`src/rtl/stc_pkg.sv`:
```
package stc_pkg;

  localparam int TP   = 10;
  localparam int LAST = TP - 1;
  localparam int IW   = $clog2(TP);
  localparam int SPW  = 21;
  localparam int NUMW = SPW + 8;

  localparam logic [15:0] SPEED_MIN = 16'd80;
  localparam logic [7:0]  CONC_INVALID = 8'd255;

  typedef logic [IW-1:0] idx_t;

  localparam logic signed [7:0] TEMP_BP [TP] = '{
    -8'sd11, 8'sd0, 8'sd10, 8'sd20, 8'sd30, 8'sd40, 8'sd50, 8'sd60, 8'sd70, 8'sd80
  };

  localparam logic [7:0] CONC_PT [TP] = '{
    8'd0, 8'd40, 8'd80, 8'd100, 8'd112, 8'd120, 8'd128, 8'd140, 8'd180, 8'd220
  };

  // speed points in 0.01 m/s
  localparam logic [17:0] SPEED_TAB [TP][TP] = '{
    '{18'd140700, 18'd144043, 18'd148051, 18'd149969, 18'd151191,
      18'd151892, 18'd152590, 18'd153528, 18'd157607, 18'd161332},
    '{18'd140700, 18'd144043, 18'd148051, 18'd149969, 18'd151191,
      18'd151892, 18'd152590, 18'd153528, 18'd157607, 18'd161332},
    '{18'd140700, 18'd144043, 18'd148051, 18'd149969, 18'd151191,
      18'd151892, 18'd152590, 18'd153528, 18'd157607, 18'd161332},
    '{18'd140700, 18'd144043, 18'd148051, 18'd149969, 18'd151191,
      18'd151892, 18'd152590, 18'd153528, 18'd157607, 18'd161332},
    '{18'd140700, 18'd144043, 18'd148051, 18'd149969, 18'd151191,
      18'd151892, 18'd152590, 18'd153528, 18'd157607, 18'd161332},
    '{18'd140700, 18'd144043, 18'd148051, 18'd149969, 18'd151191,
      18'd151892, 18'd152590, 18'd153528, 18'd157607, 18'd161332},
    '{18'd140700, 18'd144043, 18'd148051, 18'd149969, 18'd151191,
      18'd151892, 18'd152590, 18'd153528, 18'd157607, 18'd161332},
    '{18'd140700, 18'd144043, 18'd148051, 18'd149969, 18'd151191,
      18'd151892, 18'd152590, 18'd153528, 18'd157607, 18'd161332},
    '{18'd140700, 18'd144043, 18'd148051, 18'd149969, 18'd151191,
      18'd151892, 18'd152590, 18'd153528, 18'd157607, 18'd161332},
    '{18'd140700, 18'd144043, 18'd148051, 18'd149969, 18'd151191,
      18'd151892, 18'd152590, 18'd153528, 18'd157607, 18'd161332}
  };

  typedef struct packed {
    logic       invalid;
    logic       single;
    logic       low_a;
    logic       high_a;
    logic       empty_a;
    logic       low_b;
    logic       high_b;
    logic       empty_b;
    logic [7:0] base_a;
    logic [7:0] base_b;
    logic [7:0] dt;
    logic [7:0] dx;
  } front_side_t;

  typedef struct packed {
    logic       fixed;
    logic [7:0] fixed_val;
    logic [7:0] c1;
    logic       neg;
  } mix_side_t;

  // table speed in 1/400 m/s
  function automatic logic [SPW-1:0] tab4(idx_t r, idx_t c);
    return {1'b0, SPEED_TAB[r][c], 2'b00};
  endfunction

endpackage

```
`src/rtl/stc_div.sv`:
```
module stc_div
  import stc_pkg::*;
#(
  parameter int NW = 29,
  parameter int DW = 21,
  parameter int QW = 8,
  parameter int SW = 8
) (
  input  logic          clk,
  input  logic          rst_n,
  input  logic          en,
  input  logic          in_valid,
  input  logic [NW-1:0] in_num,
  input  logic [DW-1:0] in_den,
  input  logic [SW-1:0] in_side,
  output logic          out_valid,
  output logic [QW-1:0] out_q,
  output logic [SW-1:0] out_side
);

  localparam int WW = (NW > DW + QW) ? NW : DW + QW;

  logic          v_r    [QW];
  logic [NW-1:0] rem_r  [QW];
  logic [DW-1:0] den_r  [QW];
  logic [QW-1:0] q_r    [QW];
  logic [SW-1:0] side_r [QW];

  // one quotient bit per stage, MSB first
  for (genvar j = 0; j < QW; j++) begin : g_stage
    logic          v_in;
    logic [NW-1:0] rem_in;
    logic [DW-1:0] den_in;
    logic [QW-1:0] q_in;
    logic [SW-1:0] side_in;
    logic [WW-1:0] shd;
    logic [WW-1:0] rem_w;
    logic          take;
    logic [NW-1:0] rem_nxt;
    logic [QW-1:0] q_nxt;

    if (j == 0) begin : g_first
      assign v_in    = in_valid;
      assign rem_in  = in_num;
      assign den_in  = in_den;
      assign q_in    = '0;
      assign side_in = in_side;
    end else begin : g_next
      assign v_in    = v_r[j-1];
      assign rem_in  = rem_r[j-1];
      assign den_in  = den_r[j-1];
      assign q_in    = q_r[j-1];
      assign side_in = side_r[j-1];
    end

    assign shd     = WW'(den_in) << (QW - 1 - j);
    assign rem_w   = WW'(rem_in);
    assign take    = rem_w >= shd;
    assign rem_nxt = take ? NW'(rem_w - shd) : rem_in;
    assign q_nxt   = take ? (q_in | (QW'(1) << (QW - 1 - j))) : q_in;

    always_ff @(posedge clk) begin
      if (!rst_n) begin
        v_r[j] <= 1'b0;
      end else if (en) begin
        v_r[j] <= v_in;
      end
    end

    always_ff @(posedge clk) begin
      if (en) begin
        rem_r[j]  <= rem_nxt;
        den_r[j]  <= den_in;
        q_r[j]    <= q_nxt;
        side_r[j] <= side_in;
      end
    end
  end

  assign out_valid = v_r[QW-1];
  assign out_q     = q_r[QW-1];
  assign out_side  = side_r[QW-1];

endmodule

```
`src/rtl/stc_front.sv`:
```
module stc_front
  import stc_pkg::*;
(
  input  logic              clk,
  input  logic              rst_n,
  input  logic              en,
  input  logic              in_valid,
  input  logic [15:0]       in_speed,
  input  logic signed [7:0] in_temperature,
  output logic              out_valid,
  output logic [NUMW-1:0]   out_num_a,
  output logic [SPW-1:0]    out_den_a,
  output logic [NUMW-1:0]   out_num_b,
  output logic [SPW-1:0]    out_den_b,
  output front_side_t       out_side
);

  function automatic idx_t seg_search(idx_t r, logic [SPW-1:0] s);
    idx_t p;
    p = '0;
    for (int i = 0; i < LAST; i++) begin
      if (tab4(r, IW'(i)) <= s) p = IW'(i);
    end
    return p;
  endfunction

  // stage 1: temperature bracket
  logic              single_nxt;
  idx_t              ra_nxt;
  idx_t              rb_nxt;
  logic [7:0]        dt_nxt;
  logic [7:0]        dx_nxt;
  idx_t              tp;

  always_comb begin
    single_nxt = 1'b1;
    ra_nxt     = '0;
    dt_nxt     = '0;
    dx_nxt     = '0;
    tp         = '0;
    if (in_temperature <= TEMP_BP[0]) begin
      ra_nxt = '0;
    end else if (in_temperature >= TEMP_BP[LAST]) begin
      ra_nxt = IW'(LAST);
    end else begin
      for (int i = 0; i < LAST; i++) begin
        if (TEMP_BP[i] <= in_temperature) tp = IW'(i);
      end
      ra_nxt = tp;
      if (TEMP_BP[tp] != in_temperature) begin
        single_nxt = 1'b0;
        dt_nxt = 8'({in_temperature[7], in_temperature} -
                     {TEMP_BP[tp][7], TEMP_BP[tp]});
        dx_nxt = 8'({TEMP_BP[tp + IW'(1)][7], TEMP_BP[tp + IW'(1)]} -
                     {TEMP_BP[tp][7], TEMP_BP[tp]});
      end
    end
    rb_nxt = single_nxt ? ra_nxt : ra_nxt + IW'(1);
  end

  logic           v1_r;
  logic [SPW-1:0] s1_r;
  logic           inv1_r;
  logic           single1_r;
  idx_t           ra1_r;
  idx_t           rb1_r;
  logic [7:0]     dt1_r;
  logic [7:0]     dx1_r;

  always_ff @(posedge clk) begin
    if (!rst_n) begin
      v1_r <= 1'b0;
    end else if (en) begin
      v1_r <= in_valid;
    end
  end

  always_ff @(posedge clk) begin
    if (en) begin
      s1_r      <= SPW'(in_speed) * SPW'(25);
      inv1_r    <= in_speed < SPEED_MIN;
      single1_r <= single_nxt;
      ra1_r     <= ra_nxt;
      rb1_r     <= rb_nxt;
      dt1_r     <= dt_nxt;
      dx1_r     <= dx_nxt;
    end
  end

  // stage 2: speed search in both rows
  logic           v2_r;
  logic [SPW-1:0] s2_r;
  logic           inv2_r;
  logic           single2_r;
  idx_t           ra2_r;
  idx_t           rb2_r;
  idx_t           pa2_r;
  idx_t           pb2_r;
  logic           low_a2_r;
  logic           high_a2_r;
  logic           low_b2_r;
  logic           high_b2_r;
  logic [7:0]     dt2_r;
  logic [7:0]     dx2_r;

  always_ff @(posedge clk) begin
    if (!rst_n) begin
      v2_r <= 1'b0;
    end else if (en) begin
      v2_r <= v1_r;
    end
  end

  always_ff @(posedge clk) begin
    if (en) begin
      s2_r      <= s1_r;
      inv2_r    <= inv1_r;
      single2_r <= single1_r;
      ra2_r     <= ra1_r;
      rb2_r     <= rb1_r;
      pa2_r     <= seg_search(ra1_r, s1_r);
      pb2_r     <= seg_search(rb1_r, s1_r);
      low_a2_r  <= s1_r <= tab4(ra1_r, '0);
      high_a2_r <= s1_r >= tab4(ra1_r, IW'(LAST));
      low_b2_r  <= s1_r <= tab4(rb1_r, '0);
      high_b2_r <= s1_r >= tab4(rb1_r, IW'(LAST));
      dt2_r     <= dt1_r;
      dx2_r     <= dx1_r;
    end
  end

  // stage 3: segment offset, width and slope
  logic           v3_r;
  logic [SPW-1:0] diff_a3_r;
  logic [SPW-1:0] diff_b3_r;
  logic [SPW-1:0] den_a3_r;
  logic [SPW-1:0] den_b3_r;
  logic [7:0]     dc_a3_r;
  logic [7:0]     dc_b3_r;
  front_side_t    side3_r;
  front_side_t    side3_nxt;

  always_comb begin
    side3_nxt         = '0;
    side3_nxt.invalid = inv2_r;
    side3_nxt.single  = single2_r;
    side3_nxt.low_a   = low_a2_r;
    side3_nxt.high_a  = high_a2_r;
    side3_nxt.empty_a = tab4(ra2_r, pa2_r + IW'(1)) <= tab4(ra2_r, pa2_r);
    side3_nxt.low_b   = low_b2_r;
    side3_nxt.high_b  = high_b2_r;
    side3_nxt.empty_b = tab4(rb2_r, pb2_r + IW'(1)) <= tab4(rb2_r, pb2_r);
    side3_nxt.base_a  = CONC_PT[pa2_r];
    side3_nxt.base_b  = CONC_PT[pb2_r];
    side3_nxt.dt      = dt2_r;
    side3_nxt.dx      = dx2_r;
  end

  always_ff @(posedge clk) begin
    if (!rst_n) begin
      v3_r <= 1'b0;
    end else if (en) begin
      v3_r <= v2_r;
    end
  end

  always_ff @(posedge clk) begin
    if (en) begin
      diff_a3_r <= s2_r - tab4(ra2_r, pa2_r);
      diff_b3_r <= s2_r - tab4(rb2_r, pb2_r);
      den_a3_r  <= tab4(ra2_r, pa2_r + IW'(1)) - tab4(ra2_r, pa2_r);
      den_b3_r  <= tab4(rb2_r, pb2_r + IW'(1)) - tab4(rb2_r, pb2_r);
      dc_a3_r   <= CONC_PT[pa2_r + IW'(1)] - CONC_PT[pa2_r];
      dc_b3_r   <= CONC_PT[pb2_r + IW'(1)] - CONC_PT[pb2_r];
      side3_r   <= side3_nxt;
    end
  end

  // stage 4: numerators
  logic            v4_r;
  logic [NUMW-1:0] num_a4_r;
  logic [NUMW-1:0] num_b4_r;
  logic [SPW-1:0]  den_a4_r;
  logic [SPW-1:0]  den_b4_r;
  front_side_t     side4_r;

  always_ff @(posedge clk) begin
    if (!rst_n) begin
      v4_r <= 1'b0;
    end else if (en) begin
      v4_r <= v3_r;
    end
  end

  always_ff @(posedge clk) begin
    if (en) begin
      num_a4_r <= NUMW'(diff_a3_r) * NUMW'(dc_a3_r);
      num_b4_r <= NUMW'(diff_b3_r) * NUMW'(dc_b3_r);
      den_a4_r <= den_a3_r;
      den_b4_r <= den_b3_r;
      side4_r  <= side3_r;
    end
  end

  assign out_valid = v4_r;
  assign out_num_a = num_a4_r;
  assign out_den_a = den_a4_r;
  assign out_num_b = num_b4_r;
  assign out_den_b = den_b4_r;
  assign out_side  = side4_r;

endmodule

```
`src/rtl/stc_mix.sv`:
```
module stc_mix
  import stc_pkg::*;
(
  input  logic        clk,
  input  logic        rst_n,
  input  logic        en,
  input  logic        in_valid,
  input  logic [7:0]  in_q_a,
  input  logic [7:0]  in_q_b,
  input  front_side_t in_side,
  output logic        out_valid,
  output logic [15:0] out_num,
  output logic [7:0]  out_den,
  output mix_side_t   out_side
);

  function automatic logic [7:0] row_res(logic low, logic high, logic empty,
                                         logic [7:0] base, logic [7:0] q);
    logic [8:0] sum;
    sum = {1'b0, base} + {1'b0, q};
    if (low) return CONC_PT[0];
    if (high) return CONC_PT[LAST];
    if (empty) return base;
    return sum[8] ? 8'd255 : sum[7:0];
  endfunction

  // stage 1: row results and corner cases
  logic [7:0] c1_nxt;
  logic [7:0] c2_nxt;
  logic       fixed_nxt;
  logic [7:0] fval_nxt;

  always_comb begin
    c1_nxt = row_res(in_side.low_a, in_side.high_a, in_side.empty_a, in_side.base_a, in_q_a);
    c2_nxt = row_res(in_side.low_b, in_side.high_b, in_side.empty_b, in_side.base_b, in_q_b);
    fixed_nxt = 1'b1;
    if (in_side.invalid) begin
      fval_nxt = CONC_INVALID;
    end else if (in_side.single) begin
      fval_nxt = c1_nxt;
    end else if (in_side.low_a || in_side.low_b) begin
      fval_nxt = CONC_PT[0];
    end else if (in_side.high_a || in_side.high_b) begin
      fval_nxt = CONC_PT[LAST];
    end else begin
      fixed_nxt = 1'b0;
      fval_nxt  = c1_nxt;
    end
  end

  logic       v1_r;
  logic [7:0] c1_r;
  logic [7:0] c2_r;
  logic       fixed1_r;
  logic [7:0] fval1_r;
  logic [7:0] dt1_r;
  logic [7:0] dx1_r;

  always_ff @(posedge clk) begin
    if (!rst_n) begin
      v1_r <= 1'b0;
    end else if (en) begin
      v1_r <= in_valid;
    end
  end

  always_ff @(posedge clk) begin
    if (en) begin
      c1_r     <= c1_nxt;
      c2_r     <= c2_nxt;
      fixed1_r <= fixed_nxt;
      fval1_r  <= fval_nxt;
      dt1_r    <= in_side.dt;
      dx1_r    <= in_side.dx;
    end
  end

  // stage 2: temperature numerator as sign and magnitude
  logic [8:0] d;
  logic [7:0] mag;

  assign d   = {1'b0, c2_r} - {1'b0, c1_r};
  assign mag = d[8] ? 8'(-d) : d[7:0];

  logic        v2_r;
  logic [15:0] num2_r;
  logic [7:0]  den2_r;
  mix_side_t   side2_r;

  always_ff @(posedge clk) begin
    if (!rst_n) begin
      v2_r <= 1'b0;
    end else if (en) begin
      v2_r <= v1_r;
    end
  end

  always_ff @(posedge clk) begin
    if (en) begin
      num2_r            <= 16'(dt1_r) * 16'(mag);
      den2_r            <= dx1_r;
      side2_r.fixed     <= fixed1_r;
      side2_r.fixed_val <= fval1_r;
      side2_r.c1        <= c1_r;
      side2_r.neg       <= d[8];
    end
  end

  assign out_valid = v2_r;
  assign out_num   = num2_r;
  assign out_den   = den2_r;
  assign out_side  = side2_r;

endmodule

```
`src/rtl/speed_temp_to_concentration.sv`:
```
// Concentration from sound speed (unsigned Q12.4 m/s) and temperature (signed
// degrees C) by bilinear lookup in fixed ROM tables; result in 0.25 % units,
// 255 when the speed is below 5 m/s. Fully pipelined: one transaction per
// cycle sustained while not stalled. Data passes through the bracket search
// and multiply front end (4 stages), the bit-per-stage speed dividers (8),
// the row blend stages (2), the temperature divider (8) and the output
// register. The whole pipeline holds while out_ready is low and out_valid is high.
module speed_temp_to_concentration
  import stc_pkg::*;
(
  input  logic              clk,
  input  logic              rst_n,
  input  logic              in_valid,
  output logic              in_ready,
  input  logic [15:0]       in_speed,
  input  logic signed [7:0] in_temperature,
  output logic              out_valid,
  input  logic              out_ready,
  output logic [7:0]        out_concentration
);

  localparam int FSW = $bits(front_side_t);
  localparam int MSW = $bits(mix_side_t);

  logic en;
  logic out_valid_r;
  logic [7:0] out_conc_r;

  assign en = !out_valid_r || out_ready;
  assign in_ready = en;

  logic            fr_valid;
  logic [NUMW-1:0] fr_num_a;
  logic [SPW-1:0]  fr_den_a;
  logic [NUMW-1:0] fr_num_b;
  logic [SPW-1:0]  fr_den_b;
  front_side_t     fr_side;

  stc_front u_front (
    .clk            (clk),
    .rst_n          (rst_n),
    .en             (en),
    .in_valid       (in_valid),
    .in_speed       (in_speed),
    .in_temperature (in_temperature),
    .out_valid      (fr_valid),
    .out_num_a      (fr_num_a),
    .out_den_a      (fr_den_a),
    .out_num_b      (fr_num_b),
    .out_den_b      (fr_den_b),
    .out_side       (fr_side)
  );

  logic           da_valid;
  logic [7:0]     da_q;
  logic [FSW-1:0] da_side;
  logic           db_valid;
  logic [7:0]     db_q;
  logic [0:0]     db_side;

  stc_div #(.NW(NUMW), .DW(SPW), .QW(8), .SW(FSW)) u_div_a (
    .clk       (clk),
    .rst_n     (rst_n),
    .en        (en),
    .in_valid  (fr_valid),
    .in_num    (fr_num_a),
    .in_den    (fr_den_a),
    .in_side   (fr_side),
    .out_valid (da_valid),
    .out_q     (da_q),
    .out_side  (da_side)
  );

  stc_div #(.NW(NUMW), .DW(SPW), .QW(8), .SW(1)) u_div_b (
    .clk       (clk),
    .rst_n     (rst_n),
    .en        (en),
    .in_valid  (fr_valid),
    .in_num    (fr_num_b),
    .in_den    (fr_den_b),
    .in_side   (fr_valid),
    .out_valid (db_valid),
    .out_q     (db_q),
    .out_side  (db_side)
  );

  logic        mx_valid;
  logic [15:0] mx_num;
  logic [7:0]  mx_den;
  mix_side_t   mx_side;

  stc_mix u_mix (
    .clk       (clk),
    .rst_n     (rst_n),
    .en        (en),
    .in_valid  (da_valid && db_valid && db_side[0]),
    .in_q_a    (da_q),
    .in_q_b    (db_q),
    .in_side   (front_side_t'(da_side)),
    .out_valid (mx_valid),
    .out_num   (mx_num),
    .out_den   (mx_den),
    .out_side  (mx_side)
  );

  logic           dt_valid;
  logic [7:0]     dt_q;
  logic [MSW-1:0] dt_side;
  mix_side_t      fin;

  stc_div #(.NW(16), .DW(8), .QW(8), .SW(MSW)) u_div_t (
    .clk       (clk),
    .rst_n     (rst_n),
    .en        (en),
    .in_valid  (mx_valid),
    .in_num    (mx_num),
    .in_den    (mx_den),
    .in_side   (mx_side),
    .out_valid (dt_valid),
    .out_q     (dt_q),
    .out_side  (dt_side)
  );

  assign fin = mix_side_t'(dt_side);

  logic signed [9:0] blend;
  logic [7:0]        conc_nxt;

  always_comb begin
    blend = fin.neg ? $signed({2'b00, fin.c1}) - $signed({2'b00, dt_q})
                    : $signed({2'b00, fin.c1}) + $signed({2'b00, dt_q});
    if (fin.fixed) begin
      conc_nxt = fin.fixed_val;
    end else if (blend < 0) begin
      conc_nxt = 8'd0;
    end else if (blend > 10'sd255) begin
      conc_nxt = 8'd255;
    end else begin
      conc_nxt = blend[7:0];
    end
  end

  always_ff @(posedge clk) begin
    if (!rst_n) begin
      out_valid_r <= 1'b0;
    end else if (en) begin
      out_valid_r <= dt_valid;
    end
  end

  always_ff @(posedge clk) begin
    if (en) begin
      out_conc_r <= conc_nxt;
    end
  end

  assign out_valid         = out_valid_r;
  assign out_concentration = out_conc_r;

endmodule
```
`config.mk`:
```
export PLATFORM = sky130hd
export DESIGN_NAME = speed_temp_to_concentration
export DESIGN_NICKNAME = d
export VERILOG_FILES = /design/src/rtl/stc_pkg.sv /design/src/rtl/stc_div.sv /design/src/rtl/stc_front.sv /design/src/rtl/stc_mix.sv /design/src/rtl/speed_temp_to_concentration.sv
export SDC_FILE = /design/constraint.sdc
export NUM_CORES = 2
export LEC_CHECK = 0
export ABC_CLOCK_PERIOD_IN_PS = 134400
export CORE_MARGIN = 2
export CORE_UTILIZATION = 55
export CTS_CLUSTER_DIAMETER = 150
export DETAILED_ROUTE_END_ITERATION = 6
export DONT_BUFFER_PORTS = 1
export PLACE_DENSITY = 0.79
export SYNTH_ARGS = -nofsm -noshare
export SYNTH_HDL_FRONTEND = slang
export SYNTH_SLANG_ARGS = --single-unit
```
`constraint.sdc`:
```
create_clock -name clk -period 134.4 [get_ports clk]
set_clock_uncertainty 0.2 [all_clocks]
set_input_delay 26.88 -clock clk [delete_from_list [all_inputs] [get_ports clk]]
set_output_delay 26.88 -clock clk [all_outputs]
set_load 0.1 [all_outputs]
```
==> flow_summary.ini <==
[outcome]
status = finished, final reports clean

[floorplan]
io_pins = 38
initial_core_util = 0.5561
fp.dieH_microns = 339.0
rows = 122
dieArea_sq_um = 114900
fp.dieW_microns = 339.0
coreArea_sq_um = 111000

[worst_setup_path]
crit_buf_inv = 1
cpPeakStageDelay_ps = 780
critPathKind = input pin to output pin
worstPathArrival_ps = 28160
cp.required_ps = 107320
crit_fanout = 60
rr_worst_depth = 27
cp_num_cells = 2
critPathTopFamily = simple AND/OR/NAND/NOR gates
critPathLaunchType = input pin
cp_cell_sequence = nor2b_1, inv_8
cp_slowest_cell = nor2b_1
critPathCaptureType = output pin

[cells_and_area]
area_growth_pct = 9.574
layout-drive-gt1-share = 0.05608
antenna_cells = 0
fin_nets = 5600
final_cell_mix = 1,184 x edfxtp_1, 535 x inv_1, 462 x ha_1, 346 x nand2_1, 331 x a21oi_1
final_common_cell = edfxtp_1

[logic_synthesis]
synth_top_cell_area_share = 0.5761
avgSynthCellArea_sq_um = 12.56
synth_seq_area_share = 0.5794
synth_edf_count = 1184
synthFlopType = edfxtp_1
syn_nets = 5548
yosysUniqueCellTypes = 82
ys_ff_latch = 1194
yosys-top-cells-area = edfxtp_1 58%, ha_1 9.4%, fa_1 4.7%
synthCells = 4912
synth_warnings = 0
netlist_area_sq_um = 61710
synthArstFlopShare = 0
yosysTopAreaCell = edfxtp_1

[route]
ant_nets = 0
wl_microns = 102200
num_vias = 35930
vias_per_cell = 5.484
wire_per_inst_microns = 15.60
drtIter0Drc = 2317
drc = 0
dr.pass1.iters = 6

[placed_design]
gp_congestion = 0.8948
io_buffers = 0
dpl.hpwl_microns = 72310

[timing]
fmax_mhz = 18.10
fin_crit_sh = 0.4110
final-max-slew-violation-count = 0
tightest_slew_ps = 1085
finalCriticalPeriod_ps = 55240
final_hold_viol_count = 0
setup_tns_ps = 0
finalSetupViolCount = 0
rsz0062_at_grt = false
slew_headroom = 0.2770

[grt]
overflow = 0
antenna_found_initial = 0
grt_pass1_vias = 35780
grt_pass1_wl_microns = 171600
grt_use_total = 0.1780
grt_max_degree = 193

[clock_network]
cts_root_buffer = clkbuf_16
cts_resized = 0
clock_latency_ps = 710
postCtsSetupBuffers = 0
cts_sinks = 1194
cts_tree = built
numCtsBuffers = 118
clk_path_buf_depth = 3
holdBufCountCts = 0
htreeDepth = 3
clk_pin_slew_ps = 60

[worst_hold_path]
hold_depth = 0
hp-class = register to register

[job]
maxCapViolCount = 0
## sequential cells by signal, indices dropped and copies added (netlist names), 23 cells and up
name	cells
u_div_a.den_r	61
u_div_a.q_r	26
u_div_a.rem_r	58
u_div_a.side_r	184
u_div_b.den_r	72
u_div_b.rem_r	131
u_div_t.den_r	28
u_div_t.q_r	36
u_div_t.rem_r	112
u_div_t.side_r	144
u_front.out_num_b	27
u_front.out_side	23
u_front.side3_r	23
## through the flow
stage / cells / utilization / hold slack, ps / cell area (sq um) / worst slack (ps)
after floorplan: 4912 / - / 200.3 / 61710 / 47990
after global routing: 6552 / 0.6094 / 214.8 / 67620 / 79090
after global placement: 6332 / 0.5715 / 200.2 / 63430 / 79190
final: 6552 / 0.6094 / 202.1 / 67620 / 79160
after detailed placement: 6332 / 0.5715 / 204.5 / 63430 / 79150
after CTS: 6552 / 0.6094 / 207.6 / 67620 / 79150
## kinds of logic (layout without fill, tap and decap cells)
kind of cell	count (synthesis)	in the layout	share of synthesized area
flip-flops	1194	1194	0.5794
other	1	1	0.00006076
XOR/XNOR	287	287	0.04073
adder cells (fa/ha/maj)	608	608	0.1410
buffers and inverters	626	778	0.03838
AO/OA/AOI/OAI	951	951	0.09569
multiplexers	51	51	0.009042
AND/OR/NAND/NOR	1194	1194	0.09571
## routing by layer
metal / vias up / GRT usage / share of wire
met5: - / 0 / 0
met2: 774 / 0.3165 / 0.51
li1: 17800 / - / -
met3: 198 / 0.02439 / 0.038
met4: 0 / 0.06472 / 0.030
met1: 17160 / 0.2216 / 0.43
## worst reg2reg max path, stage by stage (launching register included)
cell	delay, ps
edfxtp_1	370
inv_1	70
ha_1	140
inv_1	60
fa_1	400
a21o_1	200
a21oi_1	230
o21bai_1	100
a21oi_1	250
o21bai_1	120
a21oi_1	510
o21ai_0	240
xnor2_1	720
nand2_1	220
fa_1	550
fa_1	550
inv_1	50
fa_1	530
inv_1	60
fa_1	520
inv_1	40
ha_1	290
a21boi_0	240
o21ai_0	140
a21boi_0	380
o2111ai_1	200
a31oi_1	200
xnor2_1	90
## Yosys cell counts, types with 62 or more instances
master / count
ha_1: 462
nand2_1: 346
o21ai_0: 209
a21oi_1: 331
nor2b_1: 81
fa_1: 146
edfxtp_1: 1184
inv_1: 536
xnor2_1: 182
nor2_1: 269
nand2b_1: 78
nor3_1: 70
clkbuf_1: 73
xor2_1: 105
nand3_1: 62
a21o_1: 122
## path summary, 6_finish.rpt
kind	startpoint	end	slack (ps)
min	u_div_t.side_r[1][39]	u_div_t.side_r[1][57]	200
max reg2reg	u_mix.c2_r[0]	u_mix.out_num[15]	126500
max	out_ready	in_ready	79160
min reg2reg	u_div_t.side_r[1][39]	u_div_t.side_r[1][57]	200
## final cells by class
| type | instances | area (sq um) |
|---|---|---|
| Fill cell | 8261 | 43350 |
| Tap cell | 1488 | 1862 |
| Timing Repair Buffer | 18 | 172.7 |
| Inverter | 540 | 2034 |
| Multi-Input combinational cell | 3092 | 23600 |
| Sequential cell | 1194 | 35750 |
| Clock buffer | 136 | 3042 |
| Clock inverter | 84 | 1155 |
Power is not shown: default switching activity piles up to over one toggle a cycle in this logic, so the estimate is an artifact.
